===== src/rtl/polynomial_field_evaluator_assert.svh =====
// ----------------------------------------------------------------------------
// Assertion macros for the polynomial field evaluator
// Concurrent checks clocked on clk; one form masked by rst, one always live.
// ----------------------------------------------------------------------------
`ifndef POLYNOMIAL_FIELD_EVALUATOR_ASSERT_SVH
`define POLYNOMIAL_FIELD_EVALUATOR_ASSERT_SVH

`ifndef NO_ASSERTIONS

// Checked outside reset
`define PFE_ASSERT(lbl, prop) \
  lbl: assert property (@(posedge clk) disable iff (rst) (prop)) \
    else $error("pfe assertion failed");

// Checked during reset too
`define PFE_ASSERT_ALWAYS(lbl, prop) \
  lbl: assert property (@(posedge clk) (prop)) \
    else $error("pfe assertion failed");

`else

`define PFE_ASSERT(lbl, prop)
`define PFE_ASSERT_ALWAYS(lbl, prop)

`endif

`endif


===== src/rtl/pfe_pkg.sv =====
// ----------------------------------------------------------------------------
// pfe_pkg
// Shared types, codes and defaults of the polynomial field evaluator.
// ----------------------------------------------------------------------------
package pfe_pkg;

  localparam int MAX_DEGREE_DEF = 7;
  localparam int FRAC_BITS_DEF  = 16;

  localparam logic CMD_EVAL = 1'b0;
  localparam logic CMD_COEF = 1'b1;

  typedef struct packed {
    logic               cmd;
    logic signed [31:0] u_coord;
    logic signed [31:0] v_coord;
    logic [5:0]         coef_index;
    logic signed [31:0] coef_value;
  } item_t;

  typedef struct packed {
    logic signed [31:0] value;
    logic [16:0]        blend_weight;
  } result_t;

  typedef enum logic [2:0] {
    MODE_BUMP   = 3'd0,
    MODE_MONO   = 3'd1,
    MODE_PARA   = 3'd2,
    MODE_SADDLE = 3'd3,
    MODE_MONKEY = 3'd4,
    MODE_BIVAR  = 3'd5
  } mode_t;

  typedef enum logic [2:0] {
    REG_MODE      = 3'd0,
    REG_CENTER_U  = 3'd1,
    REG_CENTER_V  = 3'd2,
    REG_INV_SCL_U = 3'd3,
    REG_INV_SCL_V = 3'd4,
    REG_AMPLITUDE = 3'd5,
    REG_DEGREE    = 3'd6,
    REG_MONO_EXP  = 3'd7
  } reg_t;

  // Datapath operations, one per cycle
  typedef enum logic [4:0] {
    OP_NONE,
    OP_CENTRE,
    OP_SCALE_X,
    OP_SCALE_Y,
    OP_SQ_X,
    OP_SQ_Y,
    OP_ADD_SR,
    OP_SUB_SR,
    OP_ONE_MINUS_R,
    OP_P_ONE,
    OP_P_MUL_R,
    OP_P_MUL_X,
    OP_P_MUL_Y,
    OP_S_AMP_P,
    OP_S_MUL_X,
    OP_R_3X,
    OP_R_MUL_Y,
    OP_S_CF_P,
    OP_S_MUL_P,
    OP_ACC_CLR,
    OP_COEF_READ,
    OP_ACC_ADD,
    OP_VAL_AMP_P,
    OP_VAL_AMP_R,
    OP_VAL_S_P,
    OP_VAL_AMP_ACC,
    OP_VAL_ZERO,
    OP_DIV_INIT,
    OP_DIV_STEP
  } op_t;

  typedef enum logic [4:0] {
    ST_IDLE,
    ST_CENTRE,
    ST_SCALE_X,
    ST_SCALE_Y,
    ST_SQ_X,
    ST_SQ_Y,
    ST_COMB,
    ST_BUMP_OMR,
    ST_BUMP_P1,
    ST_BUMP_PW,
    ST_MONO_P1X,
    ST_MONO_PX,
    ST_MONO_AMP,
    ST_MONO_P1Y,
    ST_MONO_PY,
    ST_MK_XX,
    ST_MK_XXX,
    ST_MK_3X,
    ST_MK_RY1,
    ST_MK_RY2,
    ST_MK_SUB,
    ST_BV_CLR,
    ST_BV_READ,
    ST_BV_P1X,
    ST_BV_PX,
    ST_BV_CF,
    ST_BV_P1Y,
    ST_BV_PY,
    ST_BV_SP,
    ST_BV_ACC,
    ST_VAL,
    ST_DIV
  } state_t;

  // Extra states kept apart to stay within 5 bits
  typedef enum logic [1:0] {
    SUB_NONE,
    SUB_ZERO,
    SUB_DIV_INIT,
    SUB_DONE
  } sub_t;

  typedef struct packed {
    mode_t      mode;
    logic [2:0] degree;
    logic [2:0] px;
    logic [2:0] py;
    logic       r_pos;
    logic       div_skip;
  } status_t;

endpackage


===== src/rtl/pfe_ctrl.sv =====
// ----------------------------------------------------------------------------
// pfe_ctrl
// Sequencer: walks each mode's chain of datapath operations, counts power
// loops, the coefficient triangle and the divider steps.
// ----------------------------------------------------------------------------
module pfe_ctrl #(
  parameter int MAX_DEGREE = 7,
  parameter int FRAC_BITS  = 16
) (
  input  logic              clk,
  input  logic              rst,
  input  logic              accept_eval,
  input  pfe_pkg::status_t  status,
  output pfe_pkg::op_t      op,
  output logic              busy,
  output logic              done
);
  import pfe_pkg::*;

  `include "polynomial_field_evaluator_assert.svh"

  localparam int TDW = (MAX_DEGREE > 1) ? $clog2(MAX_DEGREE + 1) : 1;
  localparam int FCW = $clog2(FRAC_BITS + 1);
  localparam int CW  = (FCW > TDW) ? ((FCW > 3) ? FCW : 3) : ((TDW > 3) ? TDW : 3);

  state_t           state, state_next;
  sub_t             sub, sub_next;
  logic [CW-1:0]    cnt, cnt_next;
  logic [TDW-1:0]   td, td_next, ti, ti_next;
  logic [TDW-1:0]   lim;

  assign lim = (int'(status.degree) > MAX_DEGREE) ? TDW'(MAX_DEGREE) : TDW'(status.degree);

  always_ff @(posedge clk) begin
    if (rst) begin
      state <= ST_IDLE;
      sub   <= SUB_NONE;
      cnt   <= '0;
      td    <= '0;
      ti    <= '0;
    end else begin
      state <= state_next;
      sub   <= sub_next;
      cnt   <= cnt_next;
      td    <= td_next;
      ti    <= ti_next;
    end
  end

  // next state
  always_comb begin
    state_next = state;
    sub_next   = SUB_NONE;
    cnt_next   = cnt;
    td_next    = td;
    ti_next    = ti;
    case (state)
      ST_IDLE:    if (accept_eval) state_next = ST_CENTRE;
      ST_CENTRE:  state_next = ST_SCALE_X;
      ST_SCALE_X: state_next = ST_SCALE_Y;
      ST_SCALE_Y: begin
        case (status.mode)
          MODE_BUMP, MODE_PARA, MODE_SADDLE: state_next = ST_SQ_X;
          MODE_MONO:   state_next = ST_MONO_P1X;
          MODE_MONKEY: state_next = ST_MK_XX;
          MODE_BIVAR:  state_next = ST_BV_CLR;
          default: begin
            state_next = ST_VAL;
            sub_next   = SUB_ZERO;
          end
        endcase
      end
      ST_SQ_X: state_next = ST_SQ_Y;
      ST_SQ_Y: state_next = ST_COMB;
      ST_COMB: state_next = (status.mode == MODE_BUMP) ? ST_BUMP_OMR : ST_VAL;
      ST_BUMP_OMR: state_next = ST_BUMP_P1;
      ST_BUMP_P1: begin
        cnt_next = CW'(status.degree);
        if (!status.r_pos) begin
          state_next = ST_VAL;
          sub_next   = SUB_ZERO;
        end else begin
          state_next = ST_BUMP_PW;
        end
      end
      ST_BUMP_PW, ST_MONO_PX, ST_MONO_PY, ST_BV_PX, ST_BV_PY: begin
        if (cnt == '0) begin
          case (state)
            ST_BUMP_PW: state_next = ST_VAL;
            ST_MONO_PX: state_next = ST_MONO_AMP;
            ST_MONO_PY: state_next = ST_VAL;
            ST_BV_PX:   state_next = ST_BV_CF;
            default:    state_next = ST_BV_SP;
          endcase
        end else begin
          cnt_next = cnt - CW'(1);
        end
      end
      ST_MONO_P1X: begin
        cnt_next   = CW'(status.px);
        state_next = ST_MONO_PX;
      end
      ST_MONO_AMP: state_next = ST_MONO_P1Y;
      ST_MONO_P1Y: begin
        cnt_next   = CW'(status.py);
        state_next = ST_MONO_PY;
      end
      ST_MK_XX:  state_next = ST_MK_XXX;
      ST_MK_XXX: state_next = ST_MK_3X;
      ST_MK_3X:  state_next = ST_MK_RY1;
      ST_MK_RY1: state_next = ST_MK_RY2;
      ST_MK_RY2: state_next = ST_MK_SUB;
      ST_MK_SUB: state_next = ST_VAL;
      ST_BV_CLR: begin
        td_next    = '0;
        ti_next    = '0;
        state_next = ST_BV_READ;
      end
      ST_BV_READ: state_next = ST_BV_P1X;
      ST_BV_P1X: begin
        cnt_next   = CW'(td - ti);
        state_next = ST_BV_PX;
      end
      ST_BV_CF: state_next = ST_BV_P1Y;
      ST_BV_P1Y: begin
        cnt_next   = CW'(ti);
        state_next = ST_BV_PY;
      end
      ST_BV_SP: state_next = ST_BV_ACC;
      ST_BV_ACC: begin
        if (ti == td) begin
          if (td == lim) begin
            state_next = ST_VAL;
          end else begin
            td_next    = td + TDW'(1);
            ti_next    = '0;
            state_next = ST_BV_READ;
          end
        end else begin
          ti_next    = ti + TDW'(1);
          state_next = ST_BV_READ;
        end
      end
      ST_VAL: begin
        // value written this cycle; divider set up next
        state_next = ST_DIV;
        sub_next   = SUB_DIV_INIT;
      end
      ST_DIV: begin
        case (sub)
          SUB_DIV_INIT: begin
            cnt_next = CW'(FRAC_BITS);
            sub_next = status.div_skip ? SUB_DONE : SUB_NONE;
          end
          SUB_NONE: begin
            cnt_next = cnt - CW'(1);
            sub_next = (cnt == CW'(1)) ? SUB_DONE : SUB_NONE;
          end
          default: state_next = ST_IDLE;
        endcase
      end
      default: state_next = ST_IDLE;
    endcase
  end

  // outputs
  always_comb begin
    op   = OP_NONE;
    busy = (state != ST_IDLE);
    done = (state == ST_DIV) && (sub == SUB_DONE);
    case (state)
      ST_CENTRE:   op = OP_CENTRE;
      ST_SCALE_X:  op = OP_SCALE_X;
      ST_SCALE_Y:  op = OP_SCALE_Y;
      ST_SQ_X:     op = OP_SQ_X;
      ST_SQ_Y:     op = OP_SQ_Y;
      ST_COMB:     op = (status.mode == MODE_SADDLE) ? OP_SUB_SR : OP_ADD_SR;
      ST_BUMP_OMR: op = OP_ONE_MINUS_R;
      ST_BUMP_P1, ST_MONO_P1X, ST_MONO_P1Y, ST_BV_P1X, ST_BV_P1Y: op = OP_P_ONE;
      ST_BUMP_PW:  op = (cnt != '0) ? OP_P_MUL_R : OP_NONE;
      ST_MONO_PX, ST_BV_PX: op = (cnt != '0) ? OP_P_MUL_X : OP_NONE;
      ST_MONO_PY, ST_BV_PY: op = (cnt != '0) ? OP_P_MUL_Y : OP_NONE;
      ST_MONO_AMP: op = OP_S_AMP_P;
      ST_MK_XX:    op = OP_SQ_X;
      ST_MK_XXX:   op = OP_S_MUL_X;
      ST_MK_3X:    op = OP_R_3X;
      ST_MK_RY1, ST_MK_RY2: op = OP_R_MUL_Y;
      ST_MK_SUB:   op = OP_SUB_SR;
      ST_BV_CLR:   op = OP_ACC_CLR;
      ST_BV_READ:  op = OP_COEF_READ;
      ST_BV_CF:    op = OP_S_CF_P;
      ST_BV_SP:    op = OP_S_MUL_P;
      ST_BV_ACC:   op = OP_ACC_ADD;
      ST_VAL: begin
        if (sub == SUB_ZERO) begin
          op = OP_VAL_ZERO;
        end else begin
          case (status.mode)
            MODE_BUMP:  op = OP_VAL_AMP_P;
            MODE_MONO:  op = OP_VAL_S_P;
            MODE_BIVAR: op = OP_VAL_AMP_ACC;
            default:    op = OP_VAL_AMP_R;
          endcase
        end
      end
      ST_DIV: begin
        case (sub)
          SUB_DIV_INIT: op = OP_DIV_INIT;
          SUB_NONE:     op = OP_DIV_STEP;
          default:      op = OP_NONE;
        endcase
      end
      default: op = OP_NONE;
    endcase
  end

  `PFE_ASSERT(a_done_single, done |=> !done)
  `PFE_ASSERT(a_accept_busy, accept_eval |=> busy)
  `PFE_ASSERT(a_div_count, (state == ST_DIV && sub == SUB_NONE) |-> (cnt != '0))
  `PFE_ASSERT_ALWAYS(a_reset_idle, rst |=> (!busy && !done))

endmodule

===== config.mk =====
export PLATFORM = sky130hd
export DESIGN_NAME = pfe_ctrl
export DESIGN_NICKNAME = d
export VERILOG_FILES = /design/src/rtl/pfe_pkg.sv /design/src/rtl/pfe_ctrl.sv
export VERILOG_INCLUDE_DIRS = /design/src /design/src/rtl
export SDC_FILE = /design/constraint.sdc
export NUM_CORES = 1
export LEC_CHECK = 0
export BUFFER_PORTS_ARGS = -buffer_cell sky130_fd_sc_hd__clkbuf_2
export CAP_MARGIN = 40
export CORE_ASPECT_RATIO = 0.8
export CORE_MARGIN = 1.5
export CORE_UTILIZATION = 40
export DETAILED_ROUTE_END_ITERATION = 10
export SLEW_MARGIN = 15
export SYNTH_ARGS = -nofsm -noshare
export SYNTH_HDL_FRONTEND = slang
export SYNTH_SLANG_ARGS = --single-unit

===== constraint.sdc =====
create_clock -name clk -period 2 [get_ports clk]
set_clock_uncertainty 0.1 [all_clocks]
set_input_delay 0.2 -clock clk [delete_from_list [all_inputs] [get_ports clk]]
set_output_delay 0.2 -clock clk [all_outputs]
set_load 0.02 [all_outputs]

---- Yosys cells after proc, flatten, opt, wreduce, memory -nomap -nowiden ----
Index checks and enable logic that the tools add are counted.
cells by class
  add/subtract/negate cells ............... 4
  multipliers ............................. 0
  divide/modulo/power cells ............... 0
  magnitude comparators ................... 0
  equality and inequality tests ........... 50
  shift operators ......................... 0
  mux-type cells .......................... 33
  bitwise logic cells ..................... 0
  reductions and logical operators ........ 23
operators by type and width
  cell                                                                    count
  5-bit one-hot mux with 28 select lines                                  1
  5-bit one-hot mux with 23 select lines                                  1
  5-bit equality test (second input constant)                             16
  5-bit by 4-bit equality test with 1-bit output (second input constant)  8
  5-bit 2-to-1 mux                                                        7
  5-bit one-hot mux with 7 select lines                                   1
  5-bit by 3-bit equality test with 1-bit output (second input constant)  4
  4-bit 2-to-1 mux                                                        5
  5-bit one-hot mux with 2 select lines                                   2
  5-bit one-hot mux with 4 select lines                                   1
  5-bit one-hot mux with 3 select lines                                   1
  3-bit 2-to-1 mux                                                        4
  2-bit != test (second input constant)                                   6
  3-bit one-hot mux with 2 select lines                                   2
  4-bit one-hot mux with 3 select lines                                   1
  2-bit OR reduction                                                      6
  5-bit by 1-bit equality test with 1-bit output (second input constant)  2
  5-bit by 2-bit equality test with 1-bit output (second input constant)  2
  5-bit logical NOT                                                       2
  5-bit nonzero test                                                      2
  5-bit OR reduction                                                      2
  3-bit AND reduction                                                     3
  2-bit one-hot mux with 4 select lines                                   1
  7-bit nonzero test                                                      1
  other kinds (21)                                                        29
word-level totals
  flip-flop bits (word level) ............. 18
  bits in latches ......................... 0
  bits in writable memories ............... 0
  memory bits (read-only) ................. 0
  input bits .............................. 17
  output and inout port bits .............. 7
  logic and storage cells ................. 115
  memories kept ........................... 0

---- Depth between registers and ports, before layout ----
  depth after elaboration ................. 5
  depth in mapped cells ................... 9
  gate-level depth less buffers ........... 9

---- Worst setup path before layout ----
OpenSTA, ideal clock, no wires.
  kind .................................... flip-flop to output port
  from .................................... register state[2]
  to ...................................... output port op[4]
  arrival time ............................ 1.714 ns
  data required time ...................... 1.700 ns
  slack ................................... -0.014 ns
  cell stages (with the launch flop) ...... 9
  path buffers ............................ 4
  cell sequence ........................... dfxtp_1 > buf_2 > buf_2 > buf_2 > buf_1 > o21ai_0 > a21oi_1 > nor2_1 > nor2_1
between the ends
  longest elaborated chain between the ends .. 3
RTL lines
  item                                                                    line             text
  start: declaration                                                      pfe_ctrl.sv:26   state_t state, state_next;
  start signal: assignment                                                pfe_ctrl.sv:42   state <= state_next;
  5-bit by 4-bit equality test with 1-bit output (tied with other cells)  pfe_ctrl.sv:171  case (state)
  5-bit OR reduction (tied with other cells)                              pfe_ctrl.sv:171
  5-bit one-hot mux with 23 select lines *                                pfe_ctrl.sv:171
  end: declaration                                                        pfe_ctrl.sv:14   output pfe_pkg::op_t op,
Mark *: on every way between the ends. The rest lies on a longest branch, timed or not.

---- Worst setup path after layout ----
  from .................................... register cnt[0]
  to ...................................... output port op[2]
between the ends
  longest elaborated chain between the ends .. 3
RTL lines
  item                                    line             text
  start: declaration                      pfe_ctrl.sv:28   logic [CW-1:0] cnt, cnt_next;
  start signal: assignment                pfe_ctrl.sv:44   cnt <= cnt_next;
  5-bit nonzero test                      pfe_ctrl.sv:182  ST_MONO_PY, ST_BV_PY: op = (cnt != '0) ? OP_P_MUL_Y : OP_NONE;
  4-bit 2-to-1 mux                        pfe_ctrl.sv:182
  5-bit one-hot mux with 23 select lines  pfe_ctrl.sv:171
No other way between the ends.

==> impl_summary.txt <==
----------------------------------------------------
[GRT]
  Wire length of the first global-routing pass ... ~12000 µm
  Met3 track demand over resource in global routing ... 0.0555
  Via count of the first global-routing pass ... between 2000 and 2500
  Largest net degree at the start of global routing ... 20
  Number of antenna violations at the first check in global routing ... 0
  Met1 usage ... 0.382
  Congestion Overflow GR ... 0
  Met2 Use GR ... 0.397
  Busiest grt layer ... met2
  Global-route total usage across every layer ... 0.259

[Clock network]
  Clock root cell ... sky130_fd_sc_hd__clkbuf_8
  Maximum clock path buffer count ... 2
  Number of clock buffers inserted by TritonCTS ... 3
  Hold buffer count at CTS ... 0
  TritonCTS clock tree ... done
  # H-tree levels ... 1
  Worst-path clk slew ... about 0.07 ns
  Clock Latency Late Sink ... ~0.26 ns
  Number of clock sinks ... 18

[Drt]
  Number of iterations in the first detailed-routing pass ... 6
  DRC violation total after the first TritonRoute iteration ... between 300 and 400
  Post-DRT Antenna Nets ... 0
  Post-route DRC ... 0
  Total via count after detailed routing ... between 2000 and 3000
  Total wirelength of the detailed-routed design ... ~8100 µm
  Number of vias per cell ... roughly 6.2
  Average wire per cell in the routed design ... 18.6 µm

[Status]
  Status ... finished with violations
  Violated checks ... setup timing

[Power and ir drop]
  Cell Pwr Density ... approximately 1100 mW/mm²
  VDD IR max ... 0.000545 V
  Leakage power ... about 1.2 nW

[Placed design]
  Number of placed instances, taps included ... just over 400
  Number of buffers inserted by port buffering ... 23
  Global placer's final weighted congestion ... between 0.9 and 1
  Dpl hpwl ... around 5500 µm

[STA]
  Final WS setup ... -0.285 ns
  Pin slew with the least headroom to its limit ... 0.479 ns
  Minimum hold slack ... about 0.22 ns
  Unrepaired setup endpoints after global routing ... true
  Fin. max-slew vios ... 0
  Max-slew headroom ... 0.681
  Period Utilization, post-route ... 1.14
  Final setup vio count ... 12
  Setup_tns ... -1.05 ns
  Shortest period the worst path allows ... between 2 and 2.5 ns
  Total count of hold-check failures in the final report ... 0
  Achievable frequency ... approximately 440 MHz

[Setup path]
  Kind of critical path ... flip-flop to output pin
  Crit path arrival time ... ~2.0 ns
  Largest fanout on the critical path ... 5
  Beginning of the critical path ... cnt[0]
  End point of the critical path ... op[2]
  Startpoint class of the critical path ... flip-flop
  Worst EP required ... 1.70 ns
  Worst r2r dst ... cnt[4]
  CP Capture Type ... output pin
  Worst reg2reg setup slack ... -0.08 ns
  Cell count of the worst reg-to-reg path ... 7
  FF-to-FF Start ... state[4]

[Logic synthesis]
  Number of enable-type register cells in the synthesized netlist ... 0
  Gate Count Post-Synth ... between 300 and 400
  Yosys cell types ... 64
  Ys Warns ... 0
  Count of state elements after synthesis ... 18
  Avg Inst Size Synth ... around 7 µm²
  Mapped cell area ... about 0.0021 mm²
  Fraction of synthesis flops using an asynchronous set or reset pin ... 0
  Synthesized netlist net count ... roughly 330
  Sequential fraction of the synthesis area ... 0.171
  Top FF cell, synth ... sky130_fd_sc_hd__dfxtp_1

[Layout]
  Antenna diodes ... 0
  Layout overhead on the synthesized area ... 45.8%
  Final net count ... about 400
  Most frequent cells in the layout ... 53 x sky130_fd_sc_hd__buf_4, 28 x sky130_fd_sc_hd__nor2_1, 27 x sky130_fd_sc_hd__nand2_1
  Final core utilization ... 0.609
  Seq. cell area ... ~380 µm²
  Area of combinational cells with multiple inputs ... roughly 0.0018 mm²
  Fill cell count ... between 400 and 500
  Number of standard cells in the final layout excluding fillers ... roughly 440
  Leading cell type in the layout, fill and taps excluded ... sky130_fd_sc_hd__buf_4
  Layout cell share with drive strength beyond 1 ... 0.378

[Die]
  Die Width ... approximately 84 µm
  I/O pin count ... 24
  CORE AREA ... approximately 0.0050 mm²
  Die outline area ... approximately 0.0057 mm²
  Number of standard-cell rows in the floorplan ... 23
  Starting Density ... 0.418
  Overall die height ... 67.9 µm

[Hold path]
  Hold path depth ... 3
  Hold path start ... accept_eval
  Worst hold path type ... primary input to flip-flop

[Run]
  Number of maximum-capacitance violations ... 0

----------------------------------------------------
## routing by layer
layer / vias to the layer above / wire length (µm)
met2: 169 / 3580
met1: 1259 / 3440
li1: 1254 / -
met5: - / 0
met4: 0 / 189
met3: 27 / 884
## worst min-delay path by stage
| stage | endpoint | slack, ns |
|---|---|---|
| 2_1_floorplan | cnt[0] | 0.32 |
| 4_1_cts | state[0] | 0.17 |
| 6_report | state[0] | 0.22 |
| 5_1_grt | cnt[2] | 0.23 |
| 3_3_place_gp | cnt[1] | 0.37 |
| 3_5_place_dp | cnt[1] | 0.38 |
## power breakdown
part           total (mW)  switching, mW  leakage [nW]  internal [mW]
logic                2.58           1.40          1.05           1.18
registers           0.524         0.0933         0.150          0.431
clock network       0.266          0.132        0.0216          0.134
## cells by family after synthesis
logic type      after synthesis  synth area share
compound gates              104             0.339
xor+xnor                     10            0.0416
fa+ha+maj                     9            0.0571
buf+inv                      35            0.0696
flops                        18             0.171
mux                           2           0.00951
simple gates                125             0.312
## per-stage QoR
step	cell area, µm²	setup slack (ns)	power, mW
final	3070	-0.285	3.37
after global routing	3070	-0.387	3.54
after CTS	2780	-0.185	2.95
after detailed placement	2570	-0.0766	2.44
after global placement	2570	-0.0732	2.44
after floorplan	2110	0.0246	1.74
## worst max-delay path: stages, from the launching register on
cell	delay, ns
sky130_fd_sc_hd__dfxtp_2	0.33
sky130_fd_sc_hd__inv_2	0.07
sky130_fd_sc_hd__ha_4	0.14
sky130_fd_sc_hd__nor4b_4	0.22
sky130_fd_sc_hd__buf_6	0.18
sky130_fd_sc_hd__nor2_4	0.04
sky130_fd_sc_hd__a22oi_2	0.18
sky130_fd_sc_hd__a21oi_1	0.11
sky130_fd_sc_hd__o21ai_1	0.16
sky130_fd_sc_hd__o211ai_1	0.12
sky130_fd_sc_hd__buf_4	0.18
## sequential cells by signal, summed over array words and instances (netlist names)
| register | cells |
|---|---|
| cnt | 5 |
| state | 5 |
| td | 3 |
| ti | 3 |
| sub | 2 |
## cells in the mapped netlist, types with 3 or more instances
| cell type | instances | area [µm²] |
|---|---|---|
| sky130_fd_sc_hd__buf_2 | 9 | 45.0 |
| sky130_fd_sc_hd__nor3_1 | 12 | 60.1 |
| sky130_fd_sc_hd__a31oi_1 | 3 | 18.8 |
| sky130_fd_sc_hd__nand3_1 | 9 | 45.0 |
| sky130_fd_sc_hd__xor2_1 | 7 | 61.3 |
| sky130_fd_sc_hd__nor2b_1 | 7 | 43.8 |
| sky130_fd_sc_hd__o21ai_1 | 5 | 25.0 |
| sky130_fd_sc_hd__a22oi_1 | 5 | 37.5 |
| sky130_fd_sc_hd__o21a_1 | 3 | 22.5 |
| sky130_fd_sc_hd__o211ai_1 | 7 | 52.6 |
| sky130_fd_sc_hd__o22ai_1 | 5 | 31.3 |
| sky130_fd_sc_hd__xnor2_1 | 3 | 26.3 |
| sky130_fd_sc_hd__a211oi_1 | 3 | 22.5 |
| sky130_fd_sc_hd__o21ai_0 | 22 | 110 |
| sky130_fd_sc_hd__inv_1 | 14 | 52.6 |
| sky130_fd_sc_hd__and3_1 | 3 | 18.8 |
| sky130_fd_sc_hd__nand2_1 | 28 | 105 |
| sky130_fd_sc_hd__nor2_1 | 34 | 128 |
| sky130_fd_sc_hd__a21oi_1 | 23 | 115 |
| sky130_fd_sc_hd__clkbuf_1 | 7 | 26.3 |
| sky130_fd_sc_hd__a32oi_1 | 3 | 26.3 |
| sky130_fd_sc_hd__buf_1 | 3 | 11.3 |
| sky130_fd_sc_hd__ha_1 | 8 | 100 |
| sky130_fd_sc_hd__or3_1 | 4 | 25.0 |
| sky130_fd_sc_hd__dfxtp_1 | 18 | 360 |
| sky130_fd_sc_hd__nand2b_1 | 9 | 56.3 |
| sky130_fd_sc_hd__o2111ai_1 | 4 | 35.0 |
## area by class of cell
type	count	area share
Inverter	15	0.0183
Multi-Input combinational cell	250	0.585
Timing Repair Buffer	87	0.234
Sequential cell	18	0.124
Clock buffer	3	0.0135
Tap cell	62	0.0253
## what timing repair did
item                                    4_1_cts  5_1_grt
resized for setup                            32       53
buffers inserted                              6       10
pin swaps                                    13       27
endpoints found under the setup margin       14       17
cloned                                        1        2
Note: power is estimated with default switching activity, not from simulation.
